===== src/hdl/vog_pkg.sv =====
`timescale 1ns / 1ps
`default_nettype none
// ----------------------------------------------------------------------------
// vog_pkg
// Shared types and constants of the voxel occupancy grid: grid geometry,
// operation codes, input and result items, and the decoded command word.
// ----------------------------------------------------------------------------
package vog_pkg;

  // Grid geometry
  localparam int GRID_SIZE = 64;
  localparam int COL_W     = 64;
  localparam int IDX_W     = 6;
  localparam int ADDR_W    = 2 * IDX_W;
  localparam int DEPTH     = 1 << ADDR_W;
  localparam int END_W     = IDX_W + 1;

  // Operation codes
  localparam logic [1:0] OP_FILL   = 2'd0;
  localparam logic [1:0] OP_QUERY  = 2'd1;
  localparam logic [1:0] OP_EXTENT = 2'd2;
  localparam logic [1:0] OP_CLEAR  = 2'd3;

  typedef struct packed {
    logic [1:0]         op;
    logic [5:0]         col_x;
    logic [5:0]         col_y;
    logic signed [15:0] z_low;
    logic signed [15:0] z_high;
    logic signed [15:0] x_pos;
    logic signed [15:0] y_pos;
    logic signed [15:0] z_pos;
  } in_item_t;

  typedef struct packed {
    logic       inside_res;
    logic       extent_found;
    logic [5:0] extent_first;
    logic [6:0] extent_end;
  } out_item_t;

  // Decoded command handed from the front end to the back end
  typedef struct packed {
    logic [1:0]        kind;
    logic              hit;
    logic [ADDR_W-1:0] addr;
    logic [IDX_W-1:0]  zbit;
    logic [COL_W-1:0]  mask;
  } cmd_t;

endpackage
`default_nettype wire


===== src/hdl/vog_front.sv =====
`timescale 1ns / 1ps
`default_nettype none
// ----------------------------------------------------------------------------
// vog_front
// Classifies an input item: rounds point coordinates to cells, checks the
// grid bounds, forms the column address and builds the fill span mask.
// ----------------------------------------------------------------------------
module vog_front (
  input  wire vog_pkg::in_item_t item,
  output vog_pkg::cmd_t          cmd
);

  typedef struct packed {
    logic                      ok;
    logic [vog_pkg::IDX_W-1:0] idx;
  } cell_t;

  // Round a Q7.8 coordinate to the nearest cell, ties upward
  function automatic cell_t to_cell(input logic signed [15:0] v);
    logic [16:0]             sum;
    logic [vog_pkg::IDX_W:0] idx_w;
    cell_t                   c;
    sum   = {1'b0, v} + 17'd128;
    idx_w = sum[vog_pkg::IDX_W+8:8];
    c.ok  = !v[15] && (v[14:0] <= 15'(vog_pkg::GRID_SIZE * 256)) &&
            (idx_w < (vog_pkg::IDX_W+1)'(vog_pkg::GRID_SIZE));
    c.idx = idx_w[vog_pkg::IDX_W-1:0];
    return c;
  endfunction

  cell_t                     cx;
  cell_t                     cy;
  cell_t                     cz;
  logic                      fill_ok;
  logic [vog_pkg::COL_W-1:0] span;

  assign cx = to_cell(item.x_pos);
  assign cy = to_cell(item.y_pos);
  assign cz = to_cell(item.z_pos);

  assign fill_ok = ({1'b0, item.col_x} < (vog_pkg::IDX_W+1)'(vog_pkg::GRID_SIZE)) &&
                   ({1'b0, item.col_y} < (vog_pkg::IDX_W+1)'(vog_pkg::GRID_SIZE));

  // Mark cells whose integer height lies strictly inside the span
  always_comb begin
    for (int z = 0; z < vog_pkg::COL_W; z++) begin
      span[z] = (z < vog_pkg::GRID_SIZE) &&
                ($signed(17'(z * 256)) > $signed({item.z_low[15], item.z_low})) &&
                ($signed(17'(z * 256)) < $signed({item.z_high[15], item.z_high}));
    end
  end

  // Build the command
  always_comb begin
    cmd      = '0;
    cmd.kind = item.op;
    case (item.op)
      vog_pkg::OP_FILL: begin
        cmd.hit  = fill_ok;
        cmd.addr = {item.col_x, item.col_y};
        cmd.mask = span;
      end
      vog_pkg::OP_QUERY: begin
        cmd.hit  = cx.ok && cy.ok && cz.ok;
        cmd.addr = {cx.idx, cy.idx};
        cmd.zbit = cz.idx;
      end
      vog_pkg::OP_EXTENT: begin
        cmd.hit  = cx.ok && cy.ok;
        cmd.addr = {cx.idx, cy.idx};
      end
      default: begin
        cmd.hit = 1'b1;
      end
    endcase
  end

endmodule
`default_nettype wire


===== config.mk =====
export PLATFORM = sky130hd
export DESIGN_NAME = vog_front
export DESIGN_NICKNAME = d
export VERILOG_FILES = /design/src/hdl/vog_pkg.sv /design/src/hdl/vog_front.sv
export SDC_FILE = /design/constraint.sdc
export NUM_CORES = 1
export LEC_CHECK = 0
export BUFFER_PORTS_ARGS = -buffer_cell sky130_fd_sc_hd__buf_2
export CORE_ASPECT_RATIO = 1.2
export CORE_UTILIZATION = 42
export DETAILED_ROUTE_END_ITERATION = 7
export PLACE_DENSITY_LB_ADDON = 0.25
export REMOVE_ABC_BUFFERS = 1
export SLEW_MARGIN = 5
export SYNTH_ARGS = -nofsm -noshare
export SYNTH_HDL_FRONTEND = slang
export SYNTH_SLANG_ARGS = --single-unit

===== constraint.sdc =====
create_clock -name vclk -period 2
set_clock_uncertainty 0.05 [all_clocks]
set_input_delay 0.3 -clock vclk [all_inputs]
set_output_delay 0.3 -clock vclk [all_outputs]
set_load 0.05 [all_outputs]

==> results of run 1 <==
## per-stage QoR
stage	worst slack, ns	setup TNS (ns)	area, um^2	cells
after detailed placement	-0.319	-9.44	3590	617
after CTS	-0.0768	-0.467	4220	627
after floorplan	-2.06	-58.71	2010	308
after global placement	-0.237	-7.35	3590	617
## Yosys cell counts (2+ instances only)
cell and instances:
a211oi_1 34, nor3_2 2, o31ai_1 3, buf_2 18
xnor2_1 8, o21bai_1 2, and2_1 9, nand3_1 15
nor2b_1 6, nor4_1 4, o21ai_0 14, or3_1 2
nor4_4 3, nor3_1 9, xor2_1 6, buf_4 5
nor2_1 33, clkbuf_1 9, o21a_1 3, buf_6 3
nor2_2 4, a21oi_2 2, inv_1 5, a2111oi_2 5
o21ai_1 7, nand2b_1 5, a22oi_1 8, and3_1 5
nand2_1 32, ha_1 7, a21oi_1 33, a2111oi_1 2
a31oi_1 6, a221oi_1 13, o211ai_1 2
## per-layer routing
layer / GRT overflow / global-route usage
met2: 444 / 1.42
met5: 0 / 0.208
met1: 2 / 0.847
met4: 144 / 1.26
met3: 5 / 0.689
## what timing repair did
item                                    CTS
setup buffers                            10
endpoints found under the setup margin   63
resized for setup                       141
pin swaps                                13
## cell families after synthesis
| family | share of synthesized area |
|---|---|
| AND/OR/NAND/NOR | 0.343 |
| XOR/XNOR | 0.0556 |
| AO/OA/AOI/OAI | 0.461 |
| adder cells (fa/ha/maj) | 0.0397 |
| buffers and inverters | 0.100 |
==> impl_metrics.csv, run 1 <==
group,metric,value,unit
status,status,"aborted with a tool error",
status,stop_stage,"global routing",
status,error_line,"[ERROR GRT-0232] Routing congestion too high. Check the congestion heatmap in the GUI.",
global_route,grt_usage,1.02,
floorplanning,io_pins,179,
sta,worstEpCategory,"output port",
floorplanning,fp.dieW,68.2,um
sta,crit_endpoint,"cmd[44]",
synth,synth_area,0.00221,mm^2
placement,portBuffers,150,
synth,syn_area_per_cell,6.42,um^2
clock_network,cts_hold_buffers,0,
synth,yosysSeqAreaShare,0,
global_route,overflow,595,
synth,netlist.area_leader.share,0.116,
synth,syn_inst,344,
synth,synth_area_leaders,"a211oi_1 (12%), a21oi_1 (7.5%), nor2_1 (5.6%)",
floorplanning,fp.dieH,81.4,um
synth,synth_cell_types,55,
global_route,grt_max_degree,22,
synth,yosysTopAreaCell,"a211oi_1",
placement,routabilityCongestion,0.972,
floorplanning,rows,28,
synth,ys_warn_count,0,
floorplanning,initial_utilization,0.441,
placement,dp_hpwl,8300,um
==> inputs of run 2 (changes only) <==
CORE_ASPECT_RATIO = unset   (was 1.2)
CORE_UTILIZATION = 40   (was 42)
PLACE_DENSITY_LB_ADDON = 0.15   (was 0.25)
==> run 2 against run 1 <==
  * The flow now finishes, with violations (setup timing)
  * Synthesized cell count is the same
  * Area after synthesis unchanged
==> impl_metrics.csv, run 2 <==
group,metric,value,unit
floorplanning,core_area,0.00520,mm^2
sta,setup_violations,47,
floorplanning,fp.dieH,76.3,um
power,powerDensity,246,mW/mm^2
sta,hold-worst-slack,0.975,ns
sta,setup_ws,-0.249,ns
global_route,grt_pass1_wl,18000,um
finish,nFillCells,199,
power,p_leak,2.07,nW
sta,hold_viol,0,
floorplanning,die_area,0.00582,mm^2
sta,period_share,1.12,
sta,rsz0062_at_grt,"yes",
placement,dp.cells,634,
worst_setup_path,worst-endpoint-arrival,1.90,ns
global_route,grt_usage,0.380,
synth,synth_cell_types,55,
placement,routabilityCongestion,0.944,
routing,drc,0,
worst_setup_path,end_kind,"output port",
sta,tns,-2.34,ns
synth,syn_inst,344,
power,peakVddDrop,0.250,mV
routing,firstDrtPassIters,5,
synth,synth_area,0.00221,mm^2
synth,ys_warn_count,0,
synth,yosysSeqAreaShare,0,
floorplanning,rows,26,
sta,period_needed,2.25,ns
sta,finalMaxSlewViolations,0,
global_route,grt_max_degree,16,
placement,portBuffers,150,
synth,netlist.area_leader.share,0.116,
synth,yosysTopAreaCell,"a211oi_1",
synth,syn_area_per_cell,6.42,um^2
finish,post-route-util,0.919,
finish,multi_input_area,0.00264,mm^2
finish,flops_and_latches,0,
routing,ant_nets,0,
finish,area_growth,117,%
synth,yosysMostFrequentCell,"a211oi_1",
finish,antennaDiodeCount,0,
finish,final_cell_mix,"buf_4 (132), buf_2 (77), buf_6 (47)",
routing,wl_per_cell,22.8,um
placement,dp_hpwl,8860,um
finish,drive_gt1_frac,0.646,
worst_setup_path,crit_required,1.65,ns
global_route,antenna_found_initial,0,
worst_setup_path,critPathMaxFanout,6,
floorplanning,io_pins,179,
worst_setup_path,critPathLaunchType,"input port",
routing,via_per_inst,6.77,
finish,ff_latch_area,0,um^2
routing,dr_total_vias,4353,
worst_setup_path,critPathKind,"in -> out",
routing,initialDrtViolationCount,605,
floorplanning,fp.dieW,76.3,um
floorplanning,initial_utilization,0.424,
finish,instances_no_fill,643,
finish,final_common_cell,"buf_4",
status,violations,"setup timing",
sta,max_slew_margin,0.617,
finish,nets,676,
job,drv_cap,0,
global_route,overflow,0,
sta,fmax,445,MHz
sta,worst_pin_slew,0.574,ns
synth,synthTopCellsByCount,"a211oi_1 (34), a21oi_1 (33), nor2_1 (33)",
status,status,"finished with violations",
routing,routed_wl,14700,um
synth,synth_area_leaders,"a211oi_1 (12%), a21oi_1 (7.5%), nor2_1 (5.6%)",
hold_path,hold_path_class,"in -> out",
finish,nClkBuffers,0,
global_route,grt_pass1_vias,3733,
clock_network,cts_hold_buffers,0,
run 2: cell counts after synthesis:
Identical to the previous run, type by type.
run 2: worst paths after layout:
| check | depth (start not counted) | endpoint | slack (ns) | start |
|---|---|---|---|---|
| worst max-delay path | 9 | cmd[26] | -0.25 | item[93] |
| worst min-delay path | 4 | cmd[75] | 0.97 | item[85] |
run 2: logic make-up (layout without fill, tap and decap cells):
logic type | after synthesis | count (layout) | synth area share
AO/OA/AOI/OAI | 142 | 142 | 0.461
adder cells (fa/ha/maj) | 7 | 7 | 0.0397
buffers and inverters | 42 | 271 | 0.100
XOR/XNOR | 14 | 14 | 0.0556
AND/OR/NAND/NOR | 139 | 139 | 0.343
run 2: stage by stage:
stage | instance area (um^2) | setup WS (ns) | power, mW
2_1_floorplan | 2010 | -2.06 | 0.492
3_3_place_gp | 3680 | -0.254 | 0.900
3_5_place_dp | 3680 | -0.290 | 0.913
4_1_cts | 4150 | -0.0604 | 0.996
5_1_grt | 4790 | -0.268 | 1.21
6_report | 4790 | -0.249 | 1.18
run 2: per-layer routing:
layer	up-vias	global-route usage	share of wire
met4	0	0.179	0.089
li1	1769	-	-
met3	146	0.0467	0.12
met1	1957	0.448	0.33
met5	-	0	0
met2	481	0.675	0.46
run 2: critical path, cell delays in order:
cell	delay, ns
buf_8	0.10
inv_6	0.05
ha_4	0.13
nor2b_4	0.27
o31ai_4	0.14
nand2b_4	0.17
buf_6	0.14
a211oi_1	0.32
buf_4	0.27
run 2: layout make-up:
cell class,count,area share
multi-input combinational,302,0.552
timing repair buffer,265,0.423
inverter,6,0.00627
tap,70,0.0183
run 2: repair_timing:
action | in CTS | in global routing
buffers inserted | 7 | 3
setup endpoints to repair | 63 | 66
pin swaps | 10 | 21
gates resized for setup | 110 | 148
run 2: where the power goes:
part	switching (mW)	internal, mW	total [mW]	leakage (nW)
sequential	0	0	0	0
clock	0	0	0	0
combinational	0.758	0.417	1.18	2.07
total	0.758	0.417	1.18	2.07
No activity file was read; power rests on OpenSTA's default activity.
