--- src/hdl/vog_pkg.sv ---
`timescale 1ns / 1ps
`default_nettype none
// ----------------------------------------------------------------------------
// vog_pkg
// Shared types and constants of the voxel occupancy grid: grid geometry,
// operation codes, input and result items, and the decoded command word.
// ----------------------------------------------------------------------------
package vog_pkg;

  // Grid geometry
  localparam int GRID_SIZE = 64;
  localparam int COL_W     = 64;
  localparam int IDX_W     = 6;
  localparam int ADDR_W    = 2 * IDX_W;
  localparam int DEPTH     = 1 << ADDR_W;
  localparam int END_W     = IDX_W + 1;

  // Operation codes
  localparam logic [1:0] OP_FILL   = 2'd0;
  localparam logic [1:0] OP_QUERY  = 2'd1;
  localparam logic [1:0] OP_EXTENT = 2'd2;
  localparam logic [1:0] OP_CLEAR  = 2'd3;

  typedef struct packed {
    logic [1:0]         op;
    logic [5:0]         col_x;
    logic [5:0]         col_y;
    logic signed [15:0] z_low;
    logic signed [15:0] z_high;
    logic signed [15:0] x_pos;
    logic signed [15:0] y_pos;
    logic signed [15:0] z_pos;
  } in_item_t;

  typedef struct packed {
    logic       inside_res;
    logic       extent_found;
    logic [5:0] extent_first;
    logic [6:0] extent_end;
  } out_item_t;

  // Decoded command handed from the front end to the back end
  typedef struct packed {
    logic [1:0]        kind;
    logic              hit;
    logic [ADDR_W-1:0] addr;
    logic [IDX_W-1:0]  zbit;
    logic [COL_W-1:0]  mask;
  } cmd_t;

endpackage
`default_nettype wire

--- src/hdl/vog_cmd_queue.sv ---
`timescale 1ns / 1ps
`default_nettype none
// ----------------------------------------------------------------------------
// vog_cmd_queue
// Two-entry queue of decoded commands between the front and back ends.
// ----------------------------------------------------------------------------
module vog_cmd_queue (
  input  wire                clk,
  input  wire                rst_n,
  input  wire                push,
  input  wire vog_pkg::cmd_t push_cmd,
  output logic               full,
  input  wire                pop,
  output logic               empty,
  output vog_pkg::cmd_t      head
);

  vog_pkg::cmd_t ent_r [2];
  logic          wr_ptr_r;
  logic          rd_ptr_r;
  logic [1:0]    cnt_r;
  logic [1:0]    cnt_nxt;
  logic          do_push;
  logic          do_pop;

  assign full    = (cnt_r == 2'd2);
  assign empty   = (cnt_r == 2'd0);
  assign head    = ent_r[rd_ptr_r];
  assign do_push = push && !full;
  assign do_pop  = pop && !empty;

  always_comb begin
    cnt_nxt = cnt_r;
    if (do_push && !do_pop) begin
      cnt_nxt = cnt_r + 2'd1;
    end else if (do_pop && !do_push) begin
      cnt_nxt = cnt_r - 2'd1;
    end
  end

  // Advance pointers and count
  always_ff @(posedge clk) begin
    if (!rst_n) begin
      wr_ptr_r <= 1'b0;
      rd_ptr_r <= 1'b0;
      cnt_r    <= 2'd0;
    end else begin
      cnt_r <= cnt_nxt;
      if (do_push) begin
        wr_ptr_r <= !wr_ptr_r;
      end
      if (do_pop) begin
        rd_ptr_r <= !rd_ptr_r;
      end
    end
  end

  // Store entries
  always_ff @(posedge clk) begin
    if (do_push) begin
      ent_r[wr_ptr_r] <= push_cmd;
    end
  end

endmodule
`default_nettype wire

--- config.mk ---
export PLATFORM = sky130hd
export DESIGN_NAME = vog_cmd_queue
export DESIGN_NICKNAME = d
export VERILOG_FILES = /design/src/hdl/vog_pkg.sv /design/src/hdl/vog_cmd_queue.sv
export SDC_FILE = /design/constraint.sdc
export NUM_CORES = 1
export LEC_CHECK = 0
export BUFFER_PORTS_ARGS = -buffer_cell sky130_fd_sc_hd__buf_2
export CORE_MARGIN = 2
export CORE_UTILIZATION = 52
export CTS_CLUSTER_SIZE = 40
export DETAILED_ROUTE_END_ITERATION = 8
export PLACE_DENSITY = 0.9
export SETUP_SLACK_MARGIN = 0.4
export SLEW_MARGIN = 20
export SYNTH_ARGS = -nofsm -noshare
export SYNTH_HDL_FRONTEND = slang
export SYNTH_SLANG_ARGS = --single-unit
--- constraint.sdc ---
create_clock -name clk -period 5.9 [get_ports clk]
set_input_delay 0.295 -clock clk [delete_from_list [all_inputs] [get_ports clk]]
set_output_delay 0.295 -clock clk [all_outputs]
set_load 0.03 [all_outputs]
==> impl_metrics.csv, run 1 <==
group,metric,value,unit
layout,fin_nets,568,
layout,multi_input_area,1090,sq um
layout,ff_latch_area,5210,sq um
timing,fmax,435,MHz
clocking,clock-sinks,175,
worst_setup_path,cp_max_fo,54,
die,ios,176,
layout,diodes,0,
clocking,path_clk_slew,0.06,ns
clocking,h-tree-depth,4,
die,start_util,0.531,
timing,tns,0,ns
worst_hold_path,holdCritPathClass,"in -> reg",
synth,syn-num-nets,379,
clocking,post-cts-setup-buffer-count,0,
timing,maxSlewHeadroom,0.607,
timing,slew_viol_final,0,
clocking,cts_resized,0,
synth,ys_seq_area_frac,0.816,
clocking,cts_tree,"built",
synth,synth-seq-cells,175,
pwr,power,3.88,mW
pwr,power.density,481,nW/um^2
routing,wire_per_inst,17.2,um
worst_setup_path,critPathArrivalTime,2.01,ns
timing,setup_viol,0,
synth,synth.distinct_cells,23,
timing,post-route-period-util,0.390,
die,dieHeight,115,um
worst_hold_path,min-delay-start,"push_cmd[10]",
worst_hold_path,holdPathStages,1,
routing,drc,0,
place,gp_congestion,0.689,
pwr,p_leak,3.04,nW
global_route,grt_pass1_wl,16200,um
routing,ant_nets,0,
routing,routed_wl,11000,um
global_route,antenna_found_initial,0,
timing,finalHoldViolCount,0,
place,port_buffers,175,
run,cap_violations,0,
worst_setup_path,end_kind,"output pin",
timing,post-route-min-period,2.30,ns
global_route,first_global_vias,3293,
layout,drive_gt1_frac,0.499,
die,die_x,115,um
routing,dr.pass1.iters,4,
die,die-area,13200,sq um
pwr,vdd_drop_max,0.282,mV
clocking,insertion_delay,0.41,ns
global_route,grt_max_degree,86,
routing,vias,3264,
worst_setup_path,r2r-start,"cnt_r[0]$_SDFFE_PN0P_",
synth,synthCells,289,
run_status,status,"finished, final reports clean",
synth,avgSynthCellArea,22.1,sq um
synth,yosysWarnings,0,
timing,finClkSkew,0.00807,ns
worst_setup_path,rr_worst_depth,3,
place,dpl_cell_area,7390,sq um
place,dp_hpwl,6940,um
global_route,grt-ovfl-total,0,
worst_setup_path,worstPathRequired,5.61,ns
die,core,12000,sq um
die,rows,40,
clocking,cts_buffer_depth,2,
layout,final_area,8070,sq um
timing,worstMarginPinSlew,0.589,ns
timing,rsz0062_at_grt,"false",
worst_setup_path,path_class,"reg -> out",
routing,drtIter0Drc,252,
clocking,cts_hold_buf,0,
routing,viasPerCell,5.12,
synth,synthesis.area,6370,sq um
clocking,root_buffer,"clkbuf_16",
clocking,cts_made_buffers,17,
layout,fillCellCount,782,
global_route,track_usage,0.164,
layout,area_growth,26.6,%
worst_setup_path,cp-start-kind,"register",
## state kept, by name, summed over array words and instances (netlist names), named ones only
name,cells
ent_r,170
cnt_r,2
rd_ptr_r,1
wr_ptr_r,1
## cells in the final DEF (no fill, tap or decap), types with 3 or more instances in the layout
| cell | Yosys | layout |
|---|---|---|
| mux2_2 | 35 | 35 |
| and2_1 | 3 | 3 |
| mux2_1 | 50 | 50 |
| bufinv_16 | 0 | 5 |
| clkbuf_16 | 0 | 17 |
| edfxtp_1 | 170 | 170 |
| clkbuf_1 | 0 | 3 |
| buf_2 | 3 | 175 |
| dfxtp_1 | 5 | 4 |
## per-stage QoR
step	cells	setup slack, ns	hold WS, ns	utilization
2_1_floorplan	289	1.45	0.394	-
5_1_grt	638	3.49	0.0486	0.672
4_1_cts	636	3.39	0.0505	0.667
6_report	638	3.60	0.0657	0.672
3_5_place_dp	604	3.83	0.486	0.615
3_3_place_gp	604	3.87	0.482	0.615
## layout make-up
type                    count  share of cell area
well taps                 147              0.0228
flip-flops and latches    175               0.646
clock inverters            12              0.0237
clock buffers              20              0.0541
repair buffers            179               0.117
inverters                   2            0.000930
multi-input cells         103               0.136
## worst max-delay path, cell delays in order (launching register included)
cell and delay (ns):
dfxtp_4 0.65, buf_16 0.31, mux2_2 0.38, buf_2 0.18
## cell usage after synthesis, drive strengths merged
cell | count | area (sq um)
xnor2 | 2 | 17.5
ha | 1 | 12.5
o21ai | 2 | 10.0
o21a | 1 | 7.51
nor3 | 1 | 10.0
a21boi | 2 | 15.0
nor2 | 2 | 7.51
inv | 2 | 7.50
nand2b | 1 | 6.26
mux2 | 85 | 957
dfxtp | 5 | 100
and3 | 1 | 6.26
and2 | 3 | 18.8
buf | 9 | 78.8
edfxtp | 170 | 5100
xor2 | 1 | 8.76
or3 | 1 | 6.26
## power by group
group / switching, mW / internal, mW / total [mW]
registers: 0.0739 / 1.56 / 1.64
logic: 0.709 / 0.361 / 1.07
clock network: 0.429 / 0.748 / 1.18
total: 1.21 / 2.67 / 3.88
## per-layer routing
metal | GRT usage | routed length (um) | part of all wire
met1 | 0.195 | 4380 | 0.40
met2 | 0.272 | 5630 | 0.51
met3 | 0.0593 | 750 | 0.068
met4 | 0.0723 | 206 | 0.019
met5 | 0 | 0 | 0
## worst paths after layout
path              slack (ns)                      to
setup / recovery        3.60                head[82]
hold / removal          0.07  ent_r[1][10]$_DFFE_PP_
setup reg to reg        4.06  ent_r[1][39]$_DFFE_PP_
hold reg to reg         0.53   cnt_r[1]$_SDFFE_PN0P_
## kinds of logic after synthesis
group | Yosys count | share of synthesized area
adders and majority gates | 1 | 0.00196
xor gates and xnor gates | 3 | 0.00412
and+or+nand+nor | 9 | 0.00864
DFF | 175 | 0.816
muxes | 85 | 0.150
buffers and inverters | 11 | 0.0135
AOI/OAI and AO/OA | 5 | 0.00510
(Power assumes the default switching activity.)
==> inputs of run 2 (changes only) <==
--- a/config.mk
+++ b/config.mk
@@ -5,12 +5,13 @@
 export SDC_FILE = /design/constraint.sdc
 export NUM_CORES = 1
 export LEC_CHECK = 0
+export ABC_AREA = 1
 export BUFFER_PORTS_ARGS = -buffer_cell sky130_fd_sc_hd__buf_2
 export CORE_MARGIN = 2
-export CORE_UTILIZATION = 52
+export CORE_UTILIZATION = 47
 export CTS_CLUSTER_SIZE = 40
 export DETAILED_ROUTE_END_ITERATION = 8
-export PLACE_DENSITY = 0.9
+export PLACE_DENSITY = 0.87
 export SETUP_SLACK_MARGIN = 0.4
 export SLEW_MARGIN = 20
 export SYNTH_ARGS = -nofsm -noshare
==> constraint.sdc (replaced) <==
create_clock -name clk -period 2 [get_ports clk]
set_input_delay 0.1 -clock clk [delete_from_list [all_inputs] [get_ports clk]]
set_output_delay 0.1 -clock clk [all_outputs]
set_load 0.03 [all_outputs]
==> run 2 against run 1 <==
Compared with the run above: final cell count up 22%; worst hold slack better by 0.046 ns; register-to-register slack worse by 3.6 ns; power rose to 3.0 times the previous value; global-route usage up 1.4 points; first-iteration DRC count down 8.3%; critical path type unchanged; largest power group unchanged; highest routed layer unchanged.
==> impl_metrics.csv, run 2 <==
group,metric,value,unit
pwr,vdd_drop_max,0.734,mV
layout,largest_register_ffs,170,
worst_setup_path,cp-start-kind,"register",
clocking,cts_made_buffers,17,
layout,top_regs,"ent_r x170, cnt_r x2",
routing,vias,3730,
synth,synth-edff-count,170,
synth,async_reset_ff_frac,0,
synth,synth-seq-cells,175,
clocking,root_buffer,"clkbuf_16",
synth,yosysMostFrequentCell,"edfxtp_1",
pwr,p_leak,3.57,nW
worst_setup_path,cp_max_fo,10,
synth,synthTopCellsByCount,"edfxtp_1 (170), mux2_1 (50), mux2_2 (35)",
clocking,h-tree-depth,4,
timing,post-route-period-util,0.864,
place,dp_hpwl,7290,um
worst_setup_path,path_class,"reg -> out",
routing,ant_nets,0,
die,die_x,121,um
synth,synthesis.area,6380,sq um
routing,drc,0,
routing,routed_wl,13800,um
clocking,insertion_delay,0.42,ns
worst_setup_path,worstPathCellList,"buf_12 > buf_8 > mux2_1 > buf_2",
worst_hold_path,holdCritPathClass,"in -> reg",
global_route,first_global_vias,3968,
layout,diodes,0,
layout,largest-register,"ent_r",
die,dieHeight,121,um
layout,final_cell_mix,"edfxtp_1 (170), buf_2 (135), dlygate4sd3_1 (86)",
worst_setup_path,worstPathRequired,1.90,ns
synth,ys.flop_type,"edfxtp_1",
clocking,path_clk_slew,0.06,ns
synth,avgSynthCellArea,21.1,sq um
pwr,power.density,1230,nW/um^2
timing,tns,0,ns
timing,setup_viol,0,
synth,netlist.area_leader.share,0.800,
die,die-area,14500,sq um
die,core,13200,sq um
routing,dr.pass1.iters,4,
worst_setup_path,slowest_stage,"dfxtp_4",
routing,wire_per_inst,17.8,um
timing,finClkSkew,0.00581,ns
timing,slew_viol_final,0,
global_route,track_usage,0.178,
synth,ys_seq_area_frac,0.816,
routing,drtIter0Drc,231,
routing,viasPerCell,4.80,
synth,yosysWarnings,0,
global_route,grt_pass1_wl,19500,um
timing,maxSlewHeadroom,0.762,
layout,area_growth,45.8,%
timing,post-route-min-period,1.73,ns
layout,drive_gt1_frac,0.464,
synth,synth_area_leaders,"edfxtp_1 (80%), mux2_1 (8.8%), mux2_2 (6.2%), dfxtp_1 (1.6%), buf_6 (0.88%)",
synth,synth.distinct_cells,15,
die,start_util,0.482,
synth,syn-num-nets,392,
global_route,antenna_found_initial,0,
run,cap_violations,0,
layout,final_area,9310,sq um
global_route,grt_max_degree,59,
place,gp_congestion,0.687,
worst_setup_path,slowest_delay,0.36,ns
clocking,cts_buffer_depth,2,
place,port_buffers,175,
global_route,grt-ovfl-total,0,
place,dpl_cell_area,7530,sq um
run_status,status,"finished, final reports clean",
timing,finalHoldViolCount,0,
synth,synth_top_cell_by_area,"edfxtp_1",
clocking,clock-sinks,175,
worst_setup_path,critPathArrivalTime,1.63,ns
synth,synthCells,302,
timing,fmax,579,MHz
layout,utilization,0.703,
timing,worstMarginPinSlew,0.357,ns
clocking,cts_tree,"built",
worst_setup_path,r2r_slack,0.51,ns
timing,rsz0062_at_grt,"true",
layout,final_common_cell,"edfxtp_1",
die,rows,42,
die,ios,176,
worst_setup_path,end_kind,"output pin",
layout,fin_nets,678,
layout,fillCellCount,808,
[run 2: cells by family (layout without fill, tap and decap cells)]
family                     Yosys count  in the layout  synth area share
adders and majority gates            1              1           0.00196
and+or+nand+nor                     19             19            0.0118
AOI/OAI and AO/OA                    4              4           0.00314
buffers and inverters               18            317            0.0176
DFF                                175            175             0.816
muxes                               85             85             0.150
[run 2: report_power, final]
group	internal, mW	switching, mW	leakage, nW
combinational	1.48	2.20	1.68
sequential	4.64	0.138	1.63
clock	1.70	1.33	0.262
total	7.82	3.67	3.57
[run 2: worst max-delay path: cells and delay by family (launching register included)]
family | cells | cell delay [ns]
buf+inv | 3 | 0.50
flops | 1 | 0.36
mux | 1 | 0.35
[run 2: layout make-up]
| class | instances | area [sq um] | share of cell area |
|---|---|---|---|
| Multi-Input combinational cell | 109 | 1130 | 0.122 |
| Sequential cell | 175 | 5210 | 0.560 |
| Clock buffer | 17 | 425 | 0.0457 |
| Clock inverter | 15 | 120 | 0.0129 |
| Tap cell | 176 | 220 | 0.0237 |
| Inverter | 9 | 33.8 | 0.00363 |
| Timing Repair Buffer | 276 | 2160 | 0.232 |
[run 2: final timing paths]
kind,startpoint,endpoint,cells past startpoint
worst max-delay path,register,head[26],4
worst min-delay path,push,wr_ptr_r$_SDFFE_PN0P_,4
worst max register to register,cnt_r[1]$_SDFFE_PN0P_,cnt_r[1]$_SDFFE_PN0P_,9
worst min register to register,rd_ptr_r$_SDFFE_PN0P_,rd_ptr_r$_SDFFE_PN0P_,2
[run 2: metal layers]
metal  up-vias  track usage  part of all wire
met5         -            0                 0
met4         0       0.0676             0.015
met3        20       0.0514             0.064
met2       143        0.317              0.53
met1      1815        0.202              0.39
li1       1752            -                 -
[run 2: through the flow]
stage	instances	worst slack (ns)	hold WS, ns	total power [mW]
after CTS	768	0.244	0.0949	11.0
after global routing	777	0.225	0.140	11.9
final	777	0.272	0.112	11.5
after detailed placement	650	0.554	0.292	7.84
after global placement	650	0.627	0.288	7.75
after floorplan	302	-0.155	0.199	6.97
[run 2: timing repair]
action / 4_1_cts / 5_1_grt
buffers inserted: 0 / 2
endpoints found under the hold margin: 175 / 0
hold buffers: 86 / 0
gates resized for setup: 1 / 110
endpoints found under the setup margin: 85 / 85
gates cloned: 0 / 7
